<file path="src/btnrep_pkg.sv">
// Shared constants for the button auto-repeat latch.
package btnrep_pkg;

    // Number of buttons that are actually tracked (1 to 32).
    localparam int NUM_BUTTONS = 32;

    // Fixed field widths.
    localparam int BTN_W   = 32;
    localparam int TIMER_W = 8;
    localparam int CFG_W   = 8;
    localparam int CFG_IDX_W = 1;

    // Width of the button index used by the sequencer.
    localparam int IDX_W = (NUM_BUTTONS > 1) ? $clog2(NUM_BUTTONS) : 1;

    // Bits of a frame that belong to tracked buttons.
    localparam logic [BTN_W-1:0] BTN_MASK =
        BTN_W'((64'd1 << NUM_BUTTONS) - 64'd1);

    // Configuration register indexes.
    localparam logic [CFG_IDX_W-1:0] CFG_REPEAT_THRESHOLD = 1'd0;
    localparam logic [CFG_IDX_W-1:0] CFG_RELOAD_VALUE     = 1'd1;

    // Configuration reset values.
    localparam logic [CFG_W-1:0] THRESHOLD_RST = 8'd30;
    localparam logic [CFG_W-1:0] RELOAD_RST    = 8'd24;

endpackage

</file>
<file path="src/button_autorepeat_latch_core.sv">
// Top level of the button auto-repeat latch: edge detection, per-button repeat timers, hold.
//
//  Channel  | Direction | Handshake           | Payload
//  ---------+-----------+---------------------+-------------------------------
//  input    | in        | in_valid / in_stall | buttons, tick_step, hold
//  output   | out       | out_valid/out_stall | held, pressed, repeat_res
//  config   | in        | cfg_we              | cfg_index, cfg_data
//
// An item is handled in steps: the block accepts it, walks the buttons in turn while the
// single shared 8-bit add and compare unit updates each button's timer, and loads the
// result register, merging the pending bits in (hold clear) or adding to them (hold set).
// The block takes no new item until the result register has been loaded, but it takes
// the next item while that result still waits on out_stall.
// Reset clears the timers, previous levels and pending bits, and loads 30 and 24.
module button_autorepeat_latch_core
(
    input  logic                               clk,
    input  logic                               rst_n,

    input  logic                               in_valid,
    output logic                               in_stall,
    input  logic [btnrep_pkg::BTN_W-1:0]       buttons,
    input  logic [btnrep_pkg::TIMER_W-1:0]     tick_step,
    input  logic                               hold,

    output logic                               out_valid,
    input  logic                               out_stall,
    output logic [btnrep_pkg::BTN_W-1:0]       held,
    output logic [btnrep_pkg::BTN_W-1:0]       pressed,
    output logic [btnrep_pkg::BTN_W-1:0]       repeat_res,

    input  logic                               cfg_we,
    input  logic [btnrep_pkg::CFG_IDX_W-1:0]   cfg_index,
    input  logic [btnrep_pkg::CFG_W-1:0]       cfg_data
);

    // Sequencer states.
    localparam logic [1:0] ST_IDLE   = 2'd0;
    localparam logic [1:0] ST_RUN    = 2'd1;
    localparam logic [1:0] ST_FINISH = 2'd2;

    localparam logic [btnrep_pkg::IDX_W-1:0] LAST_IDX =
        btnrep_pkg::IDX_W'(btnrep_pkg::NUM_BUTTONS - 1);

    logic [1:0]                          state_reg, state_next;
    logic [btnrep_pkg::IDX_W-1:0]        idx_reg;

    // Configuration registers.
    logic [btnrep_pkg::CFG_W-1:0]        threshold_reg;
    logic [btnrep_pkg::CFG_W-1:0]        reload_reg;

    // Per-frame working registers captured on accept.
    logic [btnrep_pkg::BTN_W-1:0]        cur_reg;
    logic [btnrep_pkg::BTN_W-1:0]        newly_reg;
    logic [btnrep_pkg::BTN_W-1:0]        rep_reg;
    logic [btnrep_pkg::TIMER_W-1:0]      step_reg;
    logic                                hold_reg;

    // Persistent state.
    logic [btnrep_pkg::BTN_W-1:0]        prev_reg;
    logic [btnrep_pkg::BTN_W-1:0]        pend_rep_reg;
    logic [btnrep_pkg::BTN_W-1:0]        pend_prs_reg;
    logic [btnrep_pkg::TIMER_W-1:0]      timers_reg [btnrep_pkg::NUM_BUTTONS];

    // Result register.
    logic                                out_valid_reg;
    logic [btnrep_pkg::BTN_W-1:0]        held_reg;
    logic [btnrep_pkg::BTN_W-1:0]        pressed_reg;
    logic [btnrep_pkg::BTN_W-1:0]        repeat_reg;

    logic                                in_acc;
    logic                                out_acc;
    logic                                fin_go;
    logic [btnrep_pkg::BTN_W-1:0]        cur_in;

    // Shared timer unit signals.
    logic [btnrep_pkg::TIMER_W-1:0]      t_sum;
    logic                                t_hit;
    logic                                t_fire;
    logic [btnrep_pkg::TIMER_W-1:0]      timer_next;

    assign in_stall  = (state_reg != ST_IDLE);
    assign in_acc    = in_valid && !in_stall;
    assign out_acc   = out_valid_reg && !out_stall;
    assign fin_go    = (state_reg == ST_FINISH) && (!out_valid_reg || !out_stall);
    assign cur_in    = buttons & btnrep_pkg::BTN_MASK;

    assign out_valid  = out_valid_reg;
    assign held       = held_reg;
    assign pressed    = pressed_reg;
    assign repeat_res = repeat_reg;

    // The one add and compare unit, applied to the button that idx_reg selects. A
    // button fires on its press or when its wrapped timer reaches the threshold;
    // a released button has its timer cleared.
    always_comb
    begin
        t_sum  = timers_reg[idx_reg] + step_reg;
        t_hit  = (t_sum >= threshold_reg);
        t_fire = cur_reg[idx_reg] && (newly_reg[idx_reg] || t_hit);
        if (!cur_reg[idx_reg])
        begin
            timer_next = '0;
        end
        else if (t_hit)
        begin
            timer_next = reload_reg;
        end
        else
        begin
            timer_next = t_sum;
        end
    end

    always_comb
    begin
        state_next = state_reg;
        case (state_reg)
            ST_IDLE:
            begin
                if (in_acc)
                begin
                    state_next = ST_RUN;
                end
            end
            ST_RUN:
            begin
                if (idx_reg == LAST_IDX)
                begin
                    state_next = ST_FINISH;
                end
            end
            ST_FINISH:
            begin
                if (fin_go)
                begin
                    state_next = ST_IDLE;
                end
            end
            default:
            begin
                state_next = ST_IDLE;
            end
        endcase
    end

    // Control state, configuration and persistent state.
    always_ff @(posedge clk or negedge rst_n)
    begin
        if (!rst_n)
        begin
            state_reg     <= ST_IDLE;
            idx_reg       <= '0;
            out_valid_reg <= 1'b0;
            threshold_reg <= btnrep_pkg::THRESHOLD_RST;
            reload_reg    <= btnrep_pkg::RELOAD_RST;
            prev_reg      <= '0;
            pend_rep_reg  <= '0;
            pend_prs_reg  <= '0;
            for (int k = 0; k < btnrep_pkg::NUM_BUTTONS; k++)
            begin
                timers_reg[k] <= '0;
            end
        end
        else
        begin
            state_reg <= state_next;

            if (cfg_we)
            begin
                case (cfg_index)
                    btnrep_pkg::CFG_REPEAT_THRESHOLD: threshold_reg <= cfg_data;
                    btnrep_pkg::CFG_RELOAD_VALUE:     reload_reg    <= cfg_data;
                    default:                          ;
                endcase
            end

            if (in_acc)
            begin
                idx_reg  <= '0;
                prev_reg <= cur_in;
            end
            else if (state_reg == ST_RUN)
            begin
                timers_reg[idx_reg] <= timer_next;
                if (idx_reg != LAST_IDX)
                begin
                    idx_reg <= idx_reg + 1'b1;
                end
            end

            if (fin_go)
            begin
                out_valid_reg <= 1'b1;
                if (hold_reg)
                begin
                    pend_rep_reg <= pend_rep_reg | rep_reg;
                    pend_prs_reg <= pend_prs_reg | newly_reg;
                end
                else
                begin
                    pend_rep_reg <= '0;
                    pend_prs_reg <= '0;
                end
            end
            else if (out_acc)
            begin
                out_valid_reg <= 1'b0;
            end
        end
    end

    // Payload registers.
    always_ff @(posedge clk)
    begin
        if (in_acc)
        begin
            cur_reg   <= cur_in;
            newly_reg <= (prev_reg ^ cur_in) & cur_in;
            step_reg  <= tick_step;
            hold_reg  <= hold;
            rep_reg   <= '0;
        end
        else if (state_reg == ST_RUN)
        begin
            rep_reg[idx_reg] <= t_fire;
        end

        if (fin_go)
        begin
            held_reg <= cur_reg;
            if (hold_reg)
            begin
                pressed_reg <= newly_reg;
                repeat_reg  <= rep_reg;
            end
            else
            begin
                pressed_reg <= newly_reg | pend_prs_reg;
                repeat_reg  <= rep_reg | pend_rep_reg;
            end
        end
    end

`ifndef SYNTHESIS
    // An accepted item starts the timer walk at the first button.
    assert property (@(posedge clk) disable iff (!rst_n)
        in_acc |=> (state_reg == ST_RUN) && (idx_reg == '0))
        else $error("timer walk did not start at the first button");

    // The walk ends at the last button and moves on to the merge.
    assert property (@(posedge clk) disable iff (!rst_n)
        (state_reg == ST_RUN) && (idx_reg == LAST_IDX) |=> (state_reg == ST_FINISH))
        else $error("timer walk did not end after the last button");

    // A result only appears from the merge step.
    assert property (@(posedge clk) disable iff (!rst_n)
        $rose(out_valid_reg) |-> $past(state_reg == ST_FINISH))
        else $error("result appeared outside the merge step");

    // Releasing hold empties the pending bits.
    assert property (@(posedge clk) disable iff (!rst_n)
        fin_go && !hold_reg |=> (pend_rep_reg == '0) && (pend_prs_reg == '0))
        else $error("pending bits survived a release");
`endif

endmodule

</file>
<file path="config.mk">
export PLATFORM = sky130hd
export DESIGN_NAME = button_autorepeat_latch_core
export DESIGN_NICKNAME = d
export VERILOG_FILES = /design/src/btnrep_pkg.sv /design/src/button_autorepeat_latch_core.sv
export SDC_FILE = /design/constraint.sdc
export NUM_CORES = 1
export LEC_CHECK = 0
export CORE_ASPECT_RATIO = 1.1
export CORE_MARGIN = 3
export CORE_UTILIZATION = 60
export DETAILED_ROUTE_END_ITERATION = 16
export DONT_BUFFER_PORTS = 1
export PLACE_DENSITY = 0.77
export REMOVE_ABC_BUFFERS = 1
export SLEW_MARGIN = 10
export SYNTH_ARGS = -nofsm -noshare
export SYNTH_HDL_FRONTEND = slang
export SYNTH_SLANG_ARGS = --single-unit
</file>
<file path="constraint.sdc">
create_clock -name clk -period 15.25 [get_ports clk]
set_input_delay 2.2875 -clock clk [delete_from_list [all_inputs] [get_ports clk]]
set_output_delay 2.2875 -clock clk [all_outputs]
set_load 0.1 [all_outputs]
</file>
## After elaboration in Yosys (flattened, before gate mapping)

Index checks and enable logic that the tools add are counted.

- Register bits: 577
- Input port bits: 55
- Output and inout port bits: 98

- $add $sub $neg: 2
- Magnitude comparators: 5
- Equal/unequal tests: 7
- Muxes and demuxes: 28
- Bitwise gates (word level): 7
- Reductions and logical operators: 21

Operators with widths:

| operator | count |
|---|---|
| $bwmux W256 | 1 |
| $mux W32 | 4 |
| $or A32 B32 Y32 | 2 |
| $bmux W8 S5 | 1 |
| $demux W8 S5 | 1 |
| $mux W8 | 5 |
| $and A32 B32 Y32 | 1 |
| $bwmux W32 | 1 |
| $xor A32 B32 Y32 | 1 |
| $mux W5 | 3 |
| $bmux W1 S5 | 2 |
| $add A8 B8 Y8 | 1 |
| $ge A8 B8 Y1 | 1 |
| $reduce_and A2 Y1 | 4 |
| $reduce_bool A2 Y1 | 4 |
| $ge A6 B6 Y1 const B | 1 |
| $logic_and A1 B1 Y1 | 6 |
| $lt A5 B6 Y1 const B | 1 |
| $lt A6 B1 Y1 const B | 1 |
| $mux W2 | 3 |
| $ne A2 B2 Y1 const B | 3 |
| $not A5 Y6 | 1 |
| $pmux W2 S3 | 1 |
| $add A5 B1 Y5 const B | 1 |
| other kinds (12) | 20 |

## Logic depth before layout (Yosys ltp)

- Word-level depth: 9
- Depth in mapped cells: 27

## Least setup slack after synthesis

Ideal clock, no wire load.

- Path kind: register to register
- From: register idx_reg[0] in the netlist's numbering
- To: register timers_reg[102] in the netlist's numbering
- Setup time: 125 ps
- Arrival time: 5,968 ps
- Required time: 15,125 ps
- Path slack: 9,157 ps
- Stages on the path, launching flop included: 27
- Path buffers: 8
- Period minus slack after synthesis: 6,093 ps
- Cell sequence: dfrtp_1 > buf_6 > buf_12 > buf_12 > buf_4 > buf_2 > buf_2 > mux4_2 > a22oi_1 > nand4_1 > ha_1 > a21oi_1 > nor2_1 > a2111oi_0 > o21ai_0 > a21oi_1 > xnor2_1 > ha_1 > a2111oi_0 > nor2b_1 > o21ai_1 > o211ai_1 > buf_2 > mux2_2 > and2_1 > buf_2 > mux2_2

- Word-level cells in the longest chain between the ends: 9
- Elaborated cells between the ends (all ways): 16
- Those cells by class: add/sub (1); order compare (3); mux (10); bitwise (1); reduce/logical (1)

RTL lines:

| element | line | source |
|---|---|---|
| start, declared | button_autorepeat_latch_core.sv:46 | `logic [btnrep_pkg::IDX_W-1:0] idx_reg;` |
| start signal, assigned | button_autorepeat_latch_core.sv:188 | `idx_reg <= idx_reg + 1'b1;` |
| $not A5 Y6 (not written as such) | button_autorepeat_latch_core.sv:98, button_autorepeat_latch_core.sv:185 |  |
| $bmux W8 S5 | button_autorepeat_latch_core.sv:98 | `t_sum = timers_reg[idx_reg] + step_reg;` |
| $mux W8 (not written as such) (2 in series) | button_autorepeat_latch_core.sv:98 |  |
| $add A8 B8 Y8 | button_autorepeat_latch_core.sv:98 |  |
| $ge A8 B8 Y1 | button_autorepeat_latch_core.sv:99 | `t_hit = (t_sum >= threshold_reg);` |
| $mux W8 | button_autorepeat_latch_core.sv:105 | `else if (t_hit)` |
| $mux W8 | button_autorepeat_latch_core.sv:101 | `if (!cur_reg[idx_reg])` |
| $bwmux W256 (*) | button_autorepeat_latch_core.sv:185 | `timers_reg[idx_reg] <= timer_next;` |
| end signal, assigned by index | button_autorepeat_latch_core.sv:185 |  |
| end, declared | button_autorepeat_latch_core.sv:63 | `logic [btnrep_pkg::TIMER_W-1:0] timers_reg [btnrep_pkg::NUM_BUTTONS];` |

Every way passes the cells marked *; elsewhere a longest branch is shown, timed or not. The select of a mux whose other input is x is not followed.
A chain may end at the register's enable or synchronous reset.

## Final worst setup path

- From: register idx_reg[0] in the netlist's numbering
- To: register timers_reg[118] in the netlist's numbering

Same word-level chain as after synthesis.

==> results_dict.tcl <==
set metrics [dict create \
    clk_latency_ns 0.62 \
    crit_end "timers_reg[118]" \
    ys_ff_latch 577 \
    die-area_um2 42500 \
    worst_slack_ns 7.26 \
    r2r_end "timers_reg[118]" \
    critical_path_arrival_ns 8.48 \
    synth_edf_count 169 \
    drtPass1Iterations 6 \
    core_um2 39400 \
    io_buffer_count 0 \
    grt_max_degree 377 \
    slew_headroom_pct 27.3 \
    hold_buffers 0 \
    synthTopCellsByArea "dfrtp_1, edfxtp_1, mux4_2" \
    p_leak_nw 11.4 \
    cts_buffers 55 \
    fmax_mhz 125 \
    start_util_pct 61.1 \
    chipHeight_um 216 \
    critPathCaptureType "flop" \
    period_needed_ns 7.99 \
    wl_um 54700 \
    reg2regPathDepth 21 \
    synth_top_area_share_pct 38.5 \
    area_delta_synth_final_pct 8.97 \
    ys.flop_type "dfrtp_1" \
    grt_pass1_vias 15445 \
    ant_nets 0 \
    synth_area_per_cell_um2 12.7 \
    worstHoldPathCells 0 \
    grt_pass1_wl_um 85500 \
    hold_ws_ns 0.447 \
    post_cts_resized 0 \
    rsz0062_at_grt "false" \
    synth_cell_type_count 55 \
    drive_above_1_share_pct 16.2 \
    clock_skew_ns 0.0203 \
    reg2reg_from "idx_reg[0]" \
    final_util_pct 66.6 \
    wire_per_inst_um 22.9 \
    synth_area_um2 24000 \
    cts_tree "built" \
    cts-root-buf "clkbuf_16" \
    maxCapViolations 0 \
    antenna_cells 0 \
    finalSetupViolations 0 \
    pin_count 153 \
    final_area_um2 26200 \
    place_hpwl_um 32800 \
    worstMarginPinSlew_ns 1.09 \
    place_congestion 0.828 \
    ys_top_cells_by_count "dfrtp_1, nand2_1, o21ai_0" \
    drv_slew 0 \
    vias 14867 \
    gr-total-overflow 0 \
    cp_max_fo 41 \
    final_hold_viol_count 0 \
    ys_seq_area_share_pct 62.9 \
    grt_use_total_pct 26.0 \
    antenna_found_initial 1 \
    netlist_instances 1890 \
    setup_tns_ns 0 \
    synth.most_common_cell "dfrtp_1" \
    vias_per_cell 6.23 \
    power.density_nw_per_um2 224 \
    seqCellArea_um2 15100 \
    yosysWarnings 0 \
    crit_start "idx_reg[0]" \
    drtIter0Drc 1328 \
    pre_cts_slack_ns 7.09 \
    crit_required_ns 15.74 \
    peakVddDrop_uv 272 \
    die_w_um 197 \
    nNetsFinal 1911 \
    path_clk_slew_ns 0.06 \
    startpoint_type "flop" \
    hold_class "flop to flop" \
    fin_crit_sh_pct 52.4 \
    multiInputGateArea_um2 8160 \
    clock_path_buffers 3 \
    placed_area_um2 24300 \
    status "completed" \
    critPathKind "flop to flop" \
    fillers 2790 \
    cts_sinks 577 \
    drc 0 \
    r2r_slack_ns 7.26 \
    rows 76 \
    post-cts-setup-buffers 0 \
    async_flop_share_pct 65.2 \
    largest_register_ffs 256 \
    yosysTopAreaCell "dfrtp_1" \
    cts-htree-levels 2 \
]
==> layer usage <==
metal | routed length [µm] | global-route usage (%)
met2 | 27200 | 42.7
met3 | 4090 | 6.18
met1 | 21800 | 34.3
met4 | 1560 | 9.15
met5 | 13 | 0
==> worst min path at each step <==
stage | startpoint | endpoint
2_1_floorplan | cur_reg[22] | held[22]
3_3_place_gp | cur_reg[16] | held[16]
3_5_place_dp | cur_reg[23] | held[23]
4_1_cts | cur_reg[8] | held[8]
5_1_grt | cur_reg[21] | held[21]
6_report | cur_reg[24] | held[24]
==> final cells by class <==
| type | count | area share (%) |
|---|---|---|
| Sequential cell | 577 | 57.8 |
| Clock buffer | 80 | 6.11 |
| Inverter | 48 | 0.688 |
| Clock inverter | 22 | 1.24 |
| Timing Repair Buffer | 22 | 0.630 |
| Tap cell | 507 | 2.42 |
| Multi-Input combinational cell | 1131 | 31.1 |
==> through the flow <==
stage / cells / power [W]
6_report: 2387 / 0.00586
5_1_grt: 2387 / 0.00618
4_1_cts: 2386 / 0.00585
3_5_place_dp: 2284 / 0.00441
3_3_place_gp: 2284 / 0.00431
2_1_floorplan: 1756 / 0.00372
==> cells in the final DEF, fill, tap and decap left out, drive strengths merged, types with 5 or more instances in the layout <==
master and count:
dfrtp 370, nand2 248, o21ai 203, edfxtp 169, nor2 138, clkbuf 80, mux2 79, a21oi 69
mux4 68, a21o 65, mux2i 58, inv 49, nor2b 36, a22oi 32, dfxtp 32, a32oi 31
buf 22, ha 20, clkinv 13, o22ai 12, nand4 9, bufinv 7, dfstp 6, and2 6
and3 5, xor2 5
==> worst max-delay path: stages (launching register included) <==
cell and delay (ns):
dfrtp_4 0.73, buf_4 0.66, buf_4 0.75, mux4_2 0.58
a22oi_1 0.28, nand4_1 0.19, ha_1 0.32, a21oi_1 0.19
nor2_1 0.07, a2111oi_0 0.55, o21ai_0 0.17, a21oi_1 0.31
xnor2_1 0.12, ha_1 0.21, a2111oi_0 0.46, nor2b_1 0.19
o21ai_1 0.07, o211ai_1 0.30, buf_4 0.29, mux2_2 0.37
and2_1 0.53, mux2_2 0.45
==> cell families (layout without fill, tap and decap cells) <==
family | after synthesis | in the layout | share of synthesized area, %
multiplexers | 205 | 205 | 12.5
flip-flops | 577 | 577 | 62.9
buffers and inverters | 182 | 172 | 3.27
adder cells (fa/ha/maj) | 21 | 21 | 1.12
AO/OA/AOI/OAI | 427 | 427 | 11.5
XOR/XNOR | 9 | 9 | 0.328
AND/OR/NAND/NOR | 469 | 469 | 8.33
==> power by group <==
| part | switching (W) | internal (W) |
|---|---|---|
| Combinational | 0.00139 | 0.000779 |
| Sequential | 0.000261 | 0.00200 |
| Clock | 0.000583 | 0.000850 |
(Power assumes the default switching activity.)
